File: src/hw/rtl/bcf_pkg.sv
// Shared definitions for the Bezier curve flattener: default sizes and the
// command/status structs between the controller and the datapath.
// No dependencies.
package bcf_pkg;

  localparam int MAX_SEGMENTS_DEF = 63;
  localparam int COORD_WIDTH_DEF  = 24;
  localparam int T_FRAC_BITS_DEF  = 16;
  localparam int SEG_WIDTH        = 6;

  // Accumulator operation for one cycle of the point evaluation
  typedef enum logic [2:0] {
    MAC_IDLE,
    MAC_LOAD,   // acc = start point at the top weight
    MAC_CT,     // acc += c * t
    MAC_B0,     // acc += b * t^2, low chunk
    MAC_B1,     // acc += b * t^2, high chunk
    MAC_A0,     // acc += a * t^3, chunks low to high
    MAC_A1,
    MAC_A2
  } mac_op_t;

  typedef struct packed {
    logic    capture;
    logic    div_step;
    logic    t_advance;
    logic    t2_en;
    logic    t3_en;
    mac_op_t mac_op;
    logic    out_load_pt;
    logic    out_load_end;
  } cmd_t;

  typedef struct packed {
    logic div_done;
    logic last_seg;
    logic cubic;
  } sts_t;

endpackage

File: src/hw/rtl/bcf_ctrl.sv
// Controller of the Bezier curve flattener: sequences divide, per-point
// evaluation and output loads; owns the output valid and last flags.
// Depends on bcf_pkg.
module bcf_ctrl (
  input  logic          clk,
  input  logic          rst,
  input  logic          in_valid,
  output logic          in_stall,
  output logic          out_valid,
  input  logic          out_stall,
  output logic          last,
  input  bcf_pkg::sts_t sts,
  output bcf_pkg::cmd_t cmd
);

  typedef enum logic [3:0] {
    ST_IDLE,
    ST_DIV,
    ST_T2,
    ST_T3,
    ST_B0,
    ST_B1,
    ST_A0,
    ST_A1,
    ST_A2,
    ST_RND,
    ST_END
  } state_t;

  state_t state;
  state_t state_next;
  logic   out_free;

  assign out_free = !out_valid || !out_stall;
  assign in_stall = (state != ST_IDLE);

  always_comb begin
    cmd        = '0;
    cmd.mac_op = bcf_pkg::MAC_IDLE;
    state_next = state;
    unique case (state)
      ST_IDLE: begin
        if (in_valid) begin
          cmd.capture = 1'b1;
          state_next  = ST_DIV;
        end
      end
      ST_DIV: begin
        cmd.div_step = 1'b1;
        if (sts.div_done) state_next = ST_T2;
      end
      ST_T2: begin
        cmd.mac_op = bcf_pkg::MAC_LOAD;
        cmd.t2_en  = 1'b1;
        state_next = ST_T3;
      end
      ST_T3: begin
        cmd.mac_op = bcf_pkg::MAC_CT;
        cmd.t3_en  = 1'b1;
        state_next = ST_B0;
      end
      ST_B0: begin
        cmd.mac_op = bcf_pkg::MAC_B0;
        state_next = ST_B1;
      end
      ST_B1: begin
        cmd.mac_op = bcf_pkg::MAC_B1;
        state_next = sts.cubic ? ST_A0 : ST_RND;
      end
      ST_A0: begin
        cmd.mac_op = bcf_pkg::MAC_A0;
        state_next = ST_A1;
      end
      ST_A1: begin
        cmd.mac_op = bcf_pkg::MAC_A1;
        state_next = ST_A2;
      end
      ST_A2: begin
        cmd.mac_op = bcf_pkg::MAC_A2;
        state_next = ST_RND;
      end
      ST_RND: begin
        if (out_free) begin
          cmd.out_load_pt = 1'b1;
          cmd.t_advance   = 1'b1;
          state_next      = sts.last_seg ? ST_END : ST_T2;
        end
      end
      ST_END: begin
        if (out_free) begin
          cmd.out_load_end = 1'b1;
          state_next       = ST_IDLE;
        end
      end
      default: state_next = ST_IDLE;
    endcase
  end

  always_ff @(posedge clk) begin
    if (rst) begin
      state     <= ST_IDLE;
      out_valid <= 1'b0;
      last      <= 1'b0;
    end else begin
      state <= state_next;
      if (cmd.out_load_pt || cmd.out_load_end) begin
        out_valid <= 1'b1;
        last      <= cmd.out_load_end;
      end else if (!out_stall) begin
        out_valid <= 1'b0;
      end
    end
  end

endmodule

File: config.mk
export PLATFORM = sky130hd
export DESIGN_NAME = bcf_ctrl
export DESIGN_NICKNAME = d
export VERILOG_FILES = /design/src/hw/rtl/bcf_pkg.sv /design/src/hw/rtl/bcf_ctrl.sv
export SDC_FILE = /design/constraint.sdc
export NUM_CORES = 1
export LEC_CHECK = 0
export CORE_AREA = 2 2 39 41
export CTS_CLUSTER_DIAMETER = 80
export DETAILED_ROUTE_END_ITERATION = 10
export DIE_AREA = 0 0 41 43
export DONT_BUFFER_PORTS = 1
export GPL_TIMING_DRIVEN = 0
export PLACE_DENSITY = 0.5
export SLEW_MARGIN = 40
export SYNTH_ARGS = -nofsm -noshare
export SYNTH_HDL_FRONTEND = slang
export SYNTH_SLANG_ARGS = --single-unit
File: constraint.sdc
create_clock -name clk -period 1.3 [get_ports clk]
set_input_delay 0.13 -clock clk [delete_from_list [all_inputs] [get_ports clk]]
set_output_delay 0.13 -clock clk [all_outputs]
set_load 0.01 [all_outputs]
==> impl_summary.md, run 1 <==
Status
The flow ran to the end, but the final reports show violations. The final reports fail on setup timing.

Yosys
Of all flip-flops after synthesis, the portion carrying an async set or reset was 0%. The top cell type's share of synthesized area is roughly 23%. The compound-cell area share of the yosys netlist is 29.23%.

The net count after synthesis is between 70 and 80. Multiplexer cells account for ~1.9% of the synthesized area. Counting flops and latches in the post-synthesis netlist gives 6. By count the netlist is led by 7 x nor3_1, 6 x dfxtp_1, 6 x nand2_1, 6 x nor2_1, 5 x nand2b_1. The synthesis warning total is 0. The library cell with the highest instance count after synthesis is nor3_1. The count of different cell masters after synthesis is 34. The portion of the post-synthesis area used by sequential elements is 23.19%. In the synthesized netlist, the number of instances is 69. Summing the areas of all and, or, nand and nor instances in the mapped netlist gives 29.95% of the synthesized area. The dominant combinational cell family by area after synthesis is simple AND/OR/NAND/NOR gates.

Counting flops with a built-in enable in the synthesized netlist gives 0. The fraction of synthesized cell area in xor and xnor cells is 1.691%. The mean cell area of the mapped netlist is ~7.5 um2. Summing the areas of all fa, ha and maj instances in the mapped netlist gives 0% of the synthesized area. For this run, the leading register cell type out of synthesis is dfxtp_1. The total standard cell area after synthesis is 518.0 um2.

Yosys attributes the largest share of cell area to dfxtp_1 23%, buf_6 8.7%, nor3_1 6.8%, nand2b_1 6.0%, nand2_1 4.3%. The cell accounting for the most synthesized area is dfxtp_1.

Routing
The final route contains between 500 and 600 vias. After detailed routing, the average wire length per cell comes to between 15 and 20 um. The number of nets still failing antenna checks after routing is 0.

The first routing iteration left 9 violations. The DRC violation count after routing is 0. After detailed routing, the number of vias per cell comes to ~5.7. For this run, the detailed router's first-pass iteration total came to 4.

Wires add up to 1605 um.

Finish
The count of antenna diodes in the layout is 0. After the last flow step, the layout net total stands at between 90 and 100. Compared with the post-synthesis result, the final layout area differs by 63.53%. The final standard cell count with taps included and fillers excluded is roughly 100. The share of post-route cells with drive strength above 1 is 58.62%. Once layout is complete, the utilization of the core stands at between 60% and 70%.

CTS
The root cell of the clock tree is clkbuf_4. The CTS tree is built. The later-pin clock latency in the skew report is approximately 0.24 ns.

The longest clock path from root to sink contains 2 buffers. The clock-pin slew on the worst setup and hold paths is ~0.040 ns. The number of clock sinks seen by CTS is 6.

The number of clock buffers added by TritonCTS is 3. CTS built an H-tree with a depth of 1.

Global route
The via count of the first global-routing pass is 550. The first-pass GRT wire length is between 2000 and 2500 um. The total routing usage reported by global routing is between 10% and 20%. Entering global routing, the biggest net connects 11 pins. The initial antenna violation count was 0. The total congestion overflow is 0.

STA
Headroom to the max-slew limit came out at between 70% and 80%. At the pin with the least slew margin, the transition time is 0.3106 ns. The fraction of the cycle the final worst path needs is 106.9%.

The routed design could run at a clock period as short as roughly 1.4 ns. Setup slack on the critical path of the routed design comes to -0.09013 ns. The top achievable clock speed is 719.4 MHz. Final hold analysis gives a worst-case slack of between 0.1 and 0.15 ns. Setup violations remaining at the end of the flow were counted as 4. The number of failing hold endpoints at the final stage came to 0. The final-report max-slew violation count is 0. Setup repair after global routing could not meet its margin everywhere. The clock arrives with about 0.0017 ns of skew.

Worst setup path
The element type at the critical path end is a primary output. The required arrival time at the worst endpoint is 1.17 ns. The delay contributed by the slowest stage of the critical path is between 0.3 and 0.4 ns. The cell type of the slowest stage on the worst timing path is dfxtp_4. In this run the worst path has a maximum fanout of 7. The worst endpoint data arrival time is ~1.3 ns.

The category of the worst setup path launch point is a flip-flop. Walking the worst path, the cells encountered are buf_12 -> nor4_4 -> buf_4. The critical path class is flip-flop to primary output.

Pwr
Net switching is between 30% and 40% of the power. The design draws ~0.77 mW. Combinational cells account for a little over 50% of the total power. The standby leakage power is between 0.3 and 0.4 nW. Cell internal power was estimated by the tool at approximately 0.48 mW. The peak supply drop is between 400 and 500 uV. Of the total power, the clock network draws between 20% and 30%. Power spread over the standard cell area amounts to 907.5 nW/um2. Summed over all nets, the switching power comes to around 0.29 mW. Registers are responsible for 26.8% of the overall power.

Place
The placer congestion estimate is about 0.73. The placed wire-length estimate after detailed placement is 972.1 um. In this run the tool buffered the top-level ports with 0 buffer cells. The number of placed cells counting well taps is 85.

Flow run
Across the run, the number of max-cap violations was 0.

Min path
The min-delay analysis places its worst path in the category input pin to flip-flop.

Floorplan
The die covers 1763 um2. The initial cell density of the core is between 30% and 40%. The width of the die is 41 um. In this run the vertical extent of the chip is 43 um.

The cell row count is 14. The core region is between 1000 and 1500 um2. For this design the top-level I/O count stands at 20.
[through the flow]
step / worst slack [ns] / setup TNS [ns] / instance area [um2]
after floorplan: 0.04648 / 0 / 524.3
after global placement: -0.04926 / -0.04926 / 544.3
after detailed placement: -0.04650 / -0.04650 / 544.3
after CTS: -0.1002 / -0.2352 / 721.9
after global routing: -0.1593 / -0.4645 / 847.1
final: -0.09013 / -0.1725 / 847.1
[per-layer routing]
metal / vias up / routed length [um] / track usage [%]
li1: 289 / - / -
met1: 277 / 649 / 24.44
met2: 20 / 826 / 29.06
met3: 2 / 120 / 2.094
met4: 0 / 8 / 10.00
met5: - / 0 / 0
[worst paths after layout]
kind / startpoint / endpoint / slack (ns) / cells past startpoint
hold reg to reg: last$_SDFFE_PP0P_ / last$_SDFFE_PP0P_ / 0.55 / 2
hold / removal: out_stall / state[3]$_SDFFE_PP0P_ / 0.15 / 2
setup reg to reg: state[2]$_SDFFE_PP0P_ / state[0]$_SDFFE_PP0P_ / -0.05 / 6
setup / recovery: state[1]$_SDFFE_PP0P_ / cmd[7] / -0.09 / 3
[worst max-delay path, delay by kind of cell, from the launching register on]
family	cells	cell delay, ns
buf+inv	2	0.31
flops	1	0.36
simple gates	1	0.35
[state kept, by name, indices dropped and copies added, names as in the netlist]
register	count
state	4
last	1
out_valid	1
[power by group through the flow]
stage / clock, mW / sequential (mW) / combinational, mW
3_5_place_dp: 0 / 0.207 / 0.265
5_1_grt: 0.187 / 0.206 / 0.426
6_report: 0.165 / 0.206 / 0.398
4_1_cts: 0.172 / 0.200 / 0.330
2_1_floorplan: 0 / 0.206 / 0.226
3_3_place_gp: 0 / 0.207 / 0.266
[final cells by class]
| cell class | instances | area, um2 |
|---|---|---|
| fill | 122 | 536.8 |
| multi-input combinational | 54 | 445.4 |
| timing repair buffer | 16 | 137.6 |
| sequential | 6 | 135.1 |
| buffer | 6 | 76.32 |
| clock buffer | 3 | 22.52 |
| tap | 16 | 20.02 |
| inverter | 2 | 10.01 |
[cell families (layout without fill, tap and decap cells)]
logic type | after synthesis | after routing
AOI/OAI and AO/OA | 22 | 22
and+or+nand+nor | 30 | 30
DFF | 6 | 6
muxes | 1 | 1
buffers and inverters | 9 | 27
xor gates and xnor gates | 1 | 1
[cell usage in the layout, fill, tap and decap left out, types with 2 or more instances in the layout]
cell       n
buf_6      7
a21oi_1    4
nor2_2     2
o21ai_1    3
nand2_1    4
nor3_2     4
nand2b_1   2
clkbuf_4   3
dfxtp_4    4
nand2_4    2
buf_4     12
nand2b_4   3
dfxtp_1    2
nor3_1     3
o22a_1     2
nor2_1     3
[timing repair]
item                                    4_1_cts  5_1_grt
cloned                                        0        0
endpoints found under the setup margin        9       11
hold buffers                                  1        0
buffers inserted                              5       10
gates resized for setup                      27       18
pin swaps                                     6       10
hold endpoints to repair                      6        0
(Power assumes the default switching activity.)
==> run 2, diff against run 1 <==
--- a/config.mk
+++ b/config.mk
@@ -5,13 +5,14 @@
 export SDC_FILE = /design/constraint.sdc
 export NUM_CORES = 1
 export LEC_CHECK = 0
+export ABC_AREA = 1
 export CORE_AREA = 2 2 39 41
 export CTS_CLUSTER_DIAMETER = 80
 export DETAILED_ROUTE_END_ITERATION = 10
 export DIE_AREA = 0 0 41 43
 export DONT_BUFFER_PORTS = 1
 export GPL_TIMING_DRIVEN = 0
-export PLACE_DENSITY = 0.5
+export PLACE_DENSITY = 0.46
 export SLEW_MARGIN = 40
 export SYNTH_ARGS = -nofsm -noshare
 export SYNTH_HDL_FRONTEND = slang
==> run 2 against run 1 <==
The flow now finishes without violations; die area is the same; largest power group unchanged; critical path depth grew 6; clock power grew 5%; global-route usage shrank 3.6 points; non-clock buffer count shrank 14; final cell count grew 7.8%; first-iteration DRC count grew 78%; via count shrank 7.8%; maximum frequency grew 7.0%.
==> impl_summary.md, run 2 <==
Status
The run finished with clean final reports.

STA
The final-report max-slew violation count is 0 (unchanged). The number of failing hold endpoints at the final stage is 0 (unchanged). The max-slew headroom at the worst pin is 76.72% (-2.3 points). The fraction of the cycle the final worst path needs was 99.95% (-7.0 points).

The post-route worst hold slack was 0.04984 ns (-0.09548 ns). The final setup skew was 0.001334 ns (-0.0003399 ns). The shortest clock period the worst path allows after layout is 1.299 ns (-0.09073 ns). The top achievable clock speed is 769.6 MHz (+7.0%).

The actual transition at the worst max-transition pin is 0.3455 ns (+0.03491 ns). Setup repair after global routing could not meet its margin everywhere. The final count of negative-setup-slack endpoints is 0 (-4).

Pwr
The peak supply drop was 825.6 uV (+74%). The standby leakage power came to 0.3366 nW (+4.8%). The switching share of power was 46.69% (+9.4 points).

The overall power was 1.038 mW (+35%). The switching power of the nets is 0.4848 mW (+69%). The cell area power density came to 1611 nW/um2 (+78%). The part of the total power dissipated in the clock network is 16.6% (-4.9 points). The part of the power in registers is 25.4% (-1.4 points). The internal portion of total power is 0.5535 mW (+15%). The combinational share of power was 58.0% (+6.3 points).

Worst setup path
The required arrival time at the worst endpoint is 1.43 ns (+0.26 ns). The family of cells with the greatest summed delay on the critical path is simple AND/OR/NAND/NOR gates. The highest fanout seen on the critical path was 7 (unchanged). The cell seen most often among critical-path stages is nand2_1. The worst endpoint data arrival time was 1.43 ns (+0.17 ns). Walking the worst path, the cells encountered are buf_8 -> buf_4 -> nand2_1 -> nor2_1 -> nand2_1 -> nand2_1 -> nor2_1 -> nand2_1 -> a21oi_2.

The worst path buffer plus inverter count is 2 (unchanged). The critical path class is flip-flop to flip-flop. The element type at the critical path end is a flip-flop. The cell type of the slowest stage on the worst timing path is dfxtp_2. The worst setup path is launched from a flip-flop.

The delay contributed by the slowest stage of the critical path came to 0.32 ns (-0.04 ns).

Yosys
The most common flop cell mapped by yosys is dfxtp_1. The net count after synthesis was 93 (+22%). Ranked by total cell area, the synthesized netlist is headed by dfxtp_1 25%, nand2_1 20%, nor2_1 13%, inv_1 10%, nand3_1 9.5%.

The async set-reset flop share out of synthesis was 0% (unchanged). Sorting the synthesized cells by how often they occur yields 25 x nand2_1, 16 x nor2_1, 13 x inv_1, 9 x nand3_1, 6 x dfxtp_1. The top cell type's share of synthesized area is 25.46% (+2.3 points). The mean cell area of the mapped netlist was 5.485 um2 (-27%).

The number of standard cells after synthesis came to 86 (+25%). The portion of the post-synthesis area used by sequential elements is 25.46% (+2.3 points). The total standard cell area after synthesis was 471.7 um2 (-8.9%).

The cell accounting for the most synthesized area is dfxtp_1. The number of synthesized flops with an enable pin is 0 (unchanged). The library cell with the highest instance count after synthesis is nand2_1. The post-synthesis register bit count was 6 (unchanged).

The count of different cell masters after synthesis came to 16 (-53%). The synthesis warning total came to 0 (unchanged).

Routing
The number of nets still failing antenna checks after routing is 0 (unchanged). The initial DRC count is 16 (+7). The per-cell via count in the routed design came to 4.883 (-14%).

The DRC violation count after routing is 0 (unchanged). The overall via count from detail_route is 542 (-7.8%). The first-pass detailed-route iteration total is 4 (unchanged).

The overall routed net length was 1335 um (-17%). The average wire per standard cell is 12.03 um (-23%).

Place
The placed wire-length estimate after detailed placement is 922 um (-5.2%). The placer congestion estimate was 0.7819 (+7.0%). The number of port buffers is 0 (unchanged).

CTS
The number of clock sinks seen by CTS is 6 (unchanged). The CTS tree is built. The root cell of the clock tree is clkbuf_4. The number of levels the H-tree was split into is 1 (unchanged). The worst-case clock buffer depth came to 2 (unchanged). The clock-pin slew on the worst setup and hold paths is 0.04 ns (about the same). The later-pin clock latency in the skew report is 0.24 ns (about the same).

The clock buffer count from CTS is 3 (unchanged).

Finish
The share of post-route cells with drive strength above 1 was 35.79% (-23 points). In the final layout, the registers with the most flip-flops are state (4), last (1), out_valid (1). Leaving out fill and tap cells, the most frequent cell in the layout is nand2_1. state holds more flip-flops than any other register. Compared with the post-synthesis result, the final layout area differs by 36.60%. Leaving out fill and tap cells, the most frequent cells in the layout are 23 x nand2_1, 10 x inv_1, 9 x nand3_1, 9 x nor2_1, 6 x nor2_4. The flip-flop count of the largest register, all copies and words added was 4 (unchanged).

The final net count is 104 (+8.3%). The count of antenna diodes in the layout was 0 (unchanged).

Min path
The class of the most critical hold timing path is input pin to flip-flop.

Floorplan
The width of the die came to 41 um (unchanged). The top-level port count was 20 (unchanged). The vertical extent of the die is 43 um (unchanged).

The overall die area came to 1763 um2 (unchanged). The area of the core region is 1384 um2 (unchanged). The cell row count came to 14 (unchanged).

The initial cell density of the core is 34.09% (-3.3 points).

Global route
The first-pass GRT wire length came to 1835 um (-20%). The initial antenna violation count is 0 (unchanged). The via count of the first global-routing pass was 443 (-19%). The total congestion overflow is 0 (unchanged). The total routing usage reported by global routing was 15.26% (-3.6 points). The pin count of the biggest net entering global routing was 8 (-3).

Flow run
The number of max-cap violations is 0 (unchanged).
run 2: path summary, 6_finish.rpt:
path	start	end	slack, ns	depth (start not counted)
setup / recovery	state[0]$_SDFFE_PP0P_	state[0]$_SDFFE_PP0P_	0.0006	9
hold / removal	rst	out_valid$_SDFFE_PP0P_	0.05	2
setup reg to reg	state[0]$_SDFFE_PP0P_	state[0]$_SDFFE_PP0P_	0.0006	9
hold reg to reg	last$_SDFFE_PP0P_	last$_SDFFE_PP0P_	0.54	2
run 2: per-stage QoR:
| stage | setup slack, ns | util [%] | TNS, ns | cells | cell area (um2) |
|---|---|---|---|---|---|
| 2_1_floorplan | 0.1297 | - | 0 | 86 | 471.7 |
| 3_3_place_gp | 0.01194 | 35.53 | 0 | 102 | 491.7 |
| 3_5_place_dp | 0.03397 | 35.53 | 0 | 102 | 491.7 |
| 4_1_cts | -0.05029 | 42.04 | -0.05029 | 108 | 581.8 |
| 5_1_grt | -0.05195 | 46.56 | -0.1809 | 111 | 644.4 |
| 6_report | 0.0005973 | 46.56 | 0 | 111 | 644.4 |
run 2: power by group through the flow:
stage               logic (mW)  registers (mW)  clock network [mW]
detailed placement       0.431           0.238                   0
CTS                      0.498           0.244               0.178
global route             0.660           0.266               0.193
floorplan                0.366           0.233                   0
global placement         0.435           0.239                   0
finish                   0.602           0.264               0.173
run 2: what timing repair did:
action                                  in CTS  in global routing
hold buffers                                 1                  0
gates resized for setup                     14                 16
endpoints found under the hold margin        5                  0
setup buffers                                2                  3
pin swaps                                    2                  5
endpoints found under the setup margin       9                  9
cloned                                       0                  0
run 2: layout make-up:
type                            instances  area [um2]
Fill cell                             162       739.5
Inverter                               15       63.81
Timing Repair Buffer                    6       47.55
Sequential cell                         6       130.1
Clock buffer                            3       22.52
Buffer                                  2       26.28
Tap cell                               16       20.02
Multi-Input combinational cell         63       334.1
run 2: logic make-up after synthesis:
kind of cell	Yosys count	synth area share (%)
buf+inv	17	15.92
simple gates	55	48.54
compound gates	8	10.08
flops	6	25.47
run 2: per-layer routing:
metal	up-vias	wire [um]	global-route usage (%)
met5	-	0	0
met4	0	0	2.000
met3	0	60	7.853
met2	13	677	22.81
met1	248	597	19.61
li1	281	-	-
==> run 3, diff against run 2 <==
--- a/config.mk
+++ b/config.mk
@@ -6,14 +6,17 @@
 export NUM_CORES = 1
 export LEC_CHECK = 0
 export ABC_AREA = 1
-export CORE_AREA = 2 2 39 41
+export CELL_PAD_IN_SITES_DETAIL_PLACEMENT = 0
+export CELL_PAD_IN_SITES_GLOBAL_PLACEMENT = 1
+export CORE_MARGIN = 2
+export CORE_UTILIZATION = 32
 export CTS_CLUSTER_DIAMETER = 80
 export DETAILED_ROUTE_END_ITERATION = 10
-export DIE_AREA = 0 0 41 43
 export DONT_BUFFER_PORTS = 1
 export GPL_TIMING_DRIVEN = 0
-export PLACE_DENSITY = 0.46
+export PLACE_DENSITY = 0.64
 export SLEW_MARGIN = 40
 export SYNTH_ARGS = -nofsm -noshare
 export SYNTH_HDL_FRONTEND = slang
 export SYNTH_SLANG_ARGS = --single-unit
+export TNS_END_PERCENT = 1
==> constraint.sdc (replaced) <==
create_clock -name clk -period 1.1 [get_ports clk]
set_input_delay 0.11 -clock clk [delete_from_list [all_inputs] [get_ports clk]]
set_output_delay 0.11 -clock clk [all_outputs]
set_load 0.01 [all_outputs]
==> run 3 against run 2 <==
The flow now finishes with violations (setup timing); clock skew is 0.0016 ns higher; sequential cell count stayed put; register-to-register slack worse by 0.12 ns; clock power is 17% higher; wire length is 1.5% lower; power is 18% higher; final area is 3.5% higher; worst setup slack worse by 0.16 ns; global-route usage is 0.36 points higher; utilization is 3.4 points higher; critical endpoint is now cmd[3].
==> impl_summary.md, run 3 (synthesis results as in run 2) <==
Worst setup path
STA classifies the critical path endpoint as a primary output. The required arrival time at the worst endpoint was 0.99 ns (-0.44 ns). The most critical setup path has its endpoint at cmd[3]. The worst endpoint data arrival time is 1.14 ns (-0.29 ns). STA classifies the critical path startpoint as a flip-flop. The number of cells on the worst reg-to-reg path came to 9 (unchanged).

The critical path starts at state[0]$_SDFFE_PP0P_. The internal reg-to-reg setup slack is -0.12 ns (-0.12 ns). The highest fanout seen on the critical path came to 6 (-1). The start of the worst register-to-register path is state[3]$_SDFFE_PP0P_. The critical path class is flip-flop to primary output. The worst register-to-register path ends at state[0]$_SDFFE_PP0P_.

Finish
The largest register by flop count is state. The share of post-route cells with drive strength above 1 is 41.67% (+5.9 points). In the layout the commonest cells are 22 x nand2_1, 10 x inv_1, 8 x nand3_1. The synthesis-to-layout area growth is 41.38%. The storage element area was 135.1 um2 (+3.8%). In the final layout, the registers with the most flip-flops are state (4), last (1), out_valid (1). The flip-flop count of the largest register, all copies and words added is 4 (unchanged). The total non-filler cell area in the finished layout was 666.9 um2 (+3.5%).

The count of antenna diodes in the layout came to 0 (unchanged). The final standard cell count with taps included and fillers excluded is 111 (unchanged). The final net count came to 105 (+0.96%).

The number of inserted filler cells in the final layout is 157 (-3.1%). The final core area utilization came to 50.00% (+3.4 points). The leading cell type in the layout, fill and taps excluded is nand2_1. The total area of multi-input combinational cells is 354.1 um2 (+6.0%).

Routing
The overall via count from detail_route is 572 (+5.5%). The per-cell via count in the routed design came to 5.153 (+5.5%). The overall routed net length is 1315 um (-1.5%). The initial DRC count is 24 (+8). The average wire per standard cell is 11.85 um (-1.5%). The DRC violation count after routing came to 0 (unchanged). The number of nets still failing antenna checks after routing is 0 (unchanged). The first-pass detailed-route iteration total is 4 (unchanged).

Floorplan
The vertical extent of the die is 42.40 um (-1.4%). The cell row count came to 13 (-1). The initial cell density of the core is 35.37% (+1.3 points). The area of the core region is 1334 um2 (-3.6%). The overall die area came to 1797 um2 (+1.9%). The top-level port count is 20 (unchanged). The width of the die is 42.40 um (+3.4%).

Place
The number of placed cells counting well taps is 101 (-0.98%). The minimum setup slack after placement was -0.1657 ns (-0.1996 ns). The post-place instance area was 493.0 um2 (+0.25%). The placer congestion estimate is 0.8309 (+6.3%). The number of port buffers came to 0 (unchanged).

The placed wire-length estimate after detailed placement is 960.5 um (+4.2%).

STA
Setup repair after global routing could not meet its margin everywhere. The top achievable clock speed is between 700 and 800 MHz. The final setup skew is 0.002909 ns (+0.001575 ns). The final count of negative-setup-slack endpoints was 12 (+12). The post-route worst hold slack was 0.03459 ns (-0.01525 ns). The minimum setup slack in the final design is -0.1544 ns (-0.1550 ns). The number of failing hold endpoints at the final stage is 0 (unchanged). The fraction of the cycle the final worst path needs is 114.0%. The setup TNS after final layout is -0.9980 ns (-0.9980 ns). The final-report max-slew violation count is 0 (unchanged). The max-slew headroom at the worst pin came to 83.28% (+6.6 points). The actual transition at the worst max-transition pin was 0.2492 ns (-0.09635 ns).

Counting I/O delays and the setup requirement, the final critical path takes between 1 and 1.5 ns.

CTS
The clock buffer count from CTS was 3 (unchanged). The CTS tree is built. The clock-pin slew on the worst setup and hold paths was 0.04 ns (about the same). The later-pin clock latency in the skew report was 0.24 ns (about the same).

The number of levels the H-tree was split into is 1 (unchanged). The number of clock sinks seen by CTS is 6 (unchanged). The tree is rooted in a clkbuf_4.

The worst-case clock buffer depth is 2 (unchanged).

Status
The checks that failed: setup timing. The flow ran to the end, but the final reports show violations.

Global route
The pin count of the biggest net entering global routing is 8 (unchanged). The first-pass GRT wire length came to 2118 um (+15%). The initial antenna violation count was 0 (unchanged). The total congestion overflow came to 0 (unchanged). The via count of the first global-routing pass is 510 (+15%). The total routing usage reported by global routing was 15.62% (+0.36 points).

Pwr
The overall power is 1.224 mW (+18%). The standby leakage power came to 0.3365 nW (about the same). The cell area power density came to 1836 nW/um2 (+14%). The peak supply drop is 907.6 uV (+9.9%).

Min path
The worst hold path belongs to the class input pin to flip-flop.

Flow run
The number of max-cap violations is 0 (unchanged).
==> run 3: changes by cell type in the layout (fill, tap and decap cells not counted), sizes merged <==
cell	previous run	this run
buf	7	8
==> run 3: what timing repair did <==
item | 4_1_cts | 5_1_grt
pin swaps | 7 | 7
buffers inserted | 5 | 2
hold buffers | 1 | 0
gates resized for setup | 23 | 14
endpoints found under the hold margin | 5 | 0
setup endpoints to repair | 15 | 17
==> run 3: worst min path at each step <==
stage               start                endpoint  slack, ns  cells past startpoint
floorplan             rst   state[0]$_SDFFE_PP0P_       0.17                      1
global placement      rst   state[0]$_SDFFE_PP0P_       0.17                      1
detailed placement    rst   state[0]$_SDFFE_PP0P_       0.17                      1
CTS                   rst  out_valid$_SDFFE_PP0P_       0.03                      2
global route          rst  out_valid$_SDFFE_PP0P_       0.04                      2
finish                rst  out_valid$_SDFFE_PP0P_       0.03                      2
==> run 3: final cells by class <==
class                           instances  share of cell area (%)
Clock buffer                            3                   3.377
Inverter                               15                   8.818
Sequential cell                         6                   20.26
Tap cell                               15                   2.814
Buffer                                  1                   1.689
Timing Repair Buffer                    8                   9.944
Multi-Input combinational cell         63                   53.10
==> run 3: critical path: stages (launching register included) <==
cell	delay (ns)
dfxtp_4	0.41
buf_4	0.14
nand3_1	0.11
inv_2	0.10
nor2_1	0.04
nand2_1	0.10
==> run 3: per-layer routing <==
metal | vias up | track usage (%) | share of wire, %
met4 | 0 | 1.875 | 0
li1 | 290 | - | -
met2 | 26 | 24.92 | 49
met1 | 256 | 19.95 | 43
met3 | 0 | 6.897 | 7.8
met5 | - | 0 | 0
==> run 3: power breakdown <==
part	switching [mW]	internal (mW)
Clock	0.0784	0.123
Sequential	0.0785	0.263
Combinational	0.412	0.270
Total	0.568	0.656
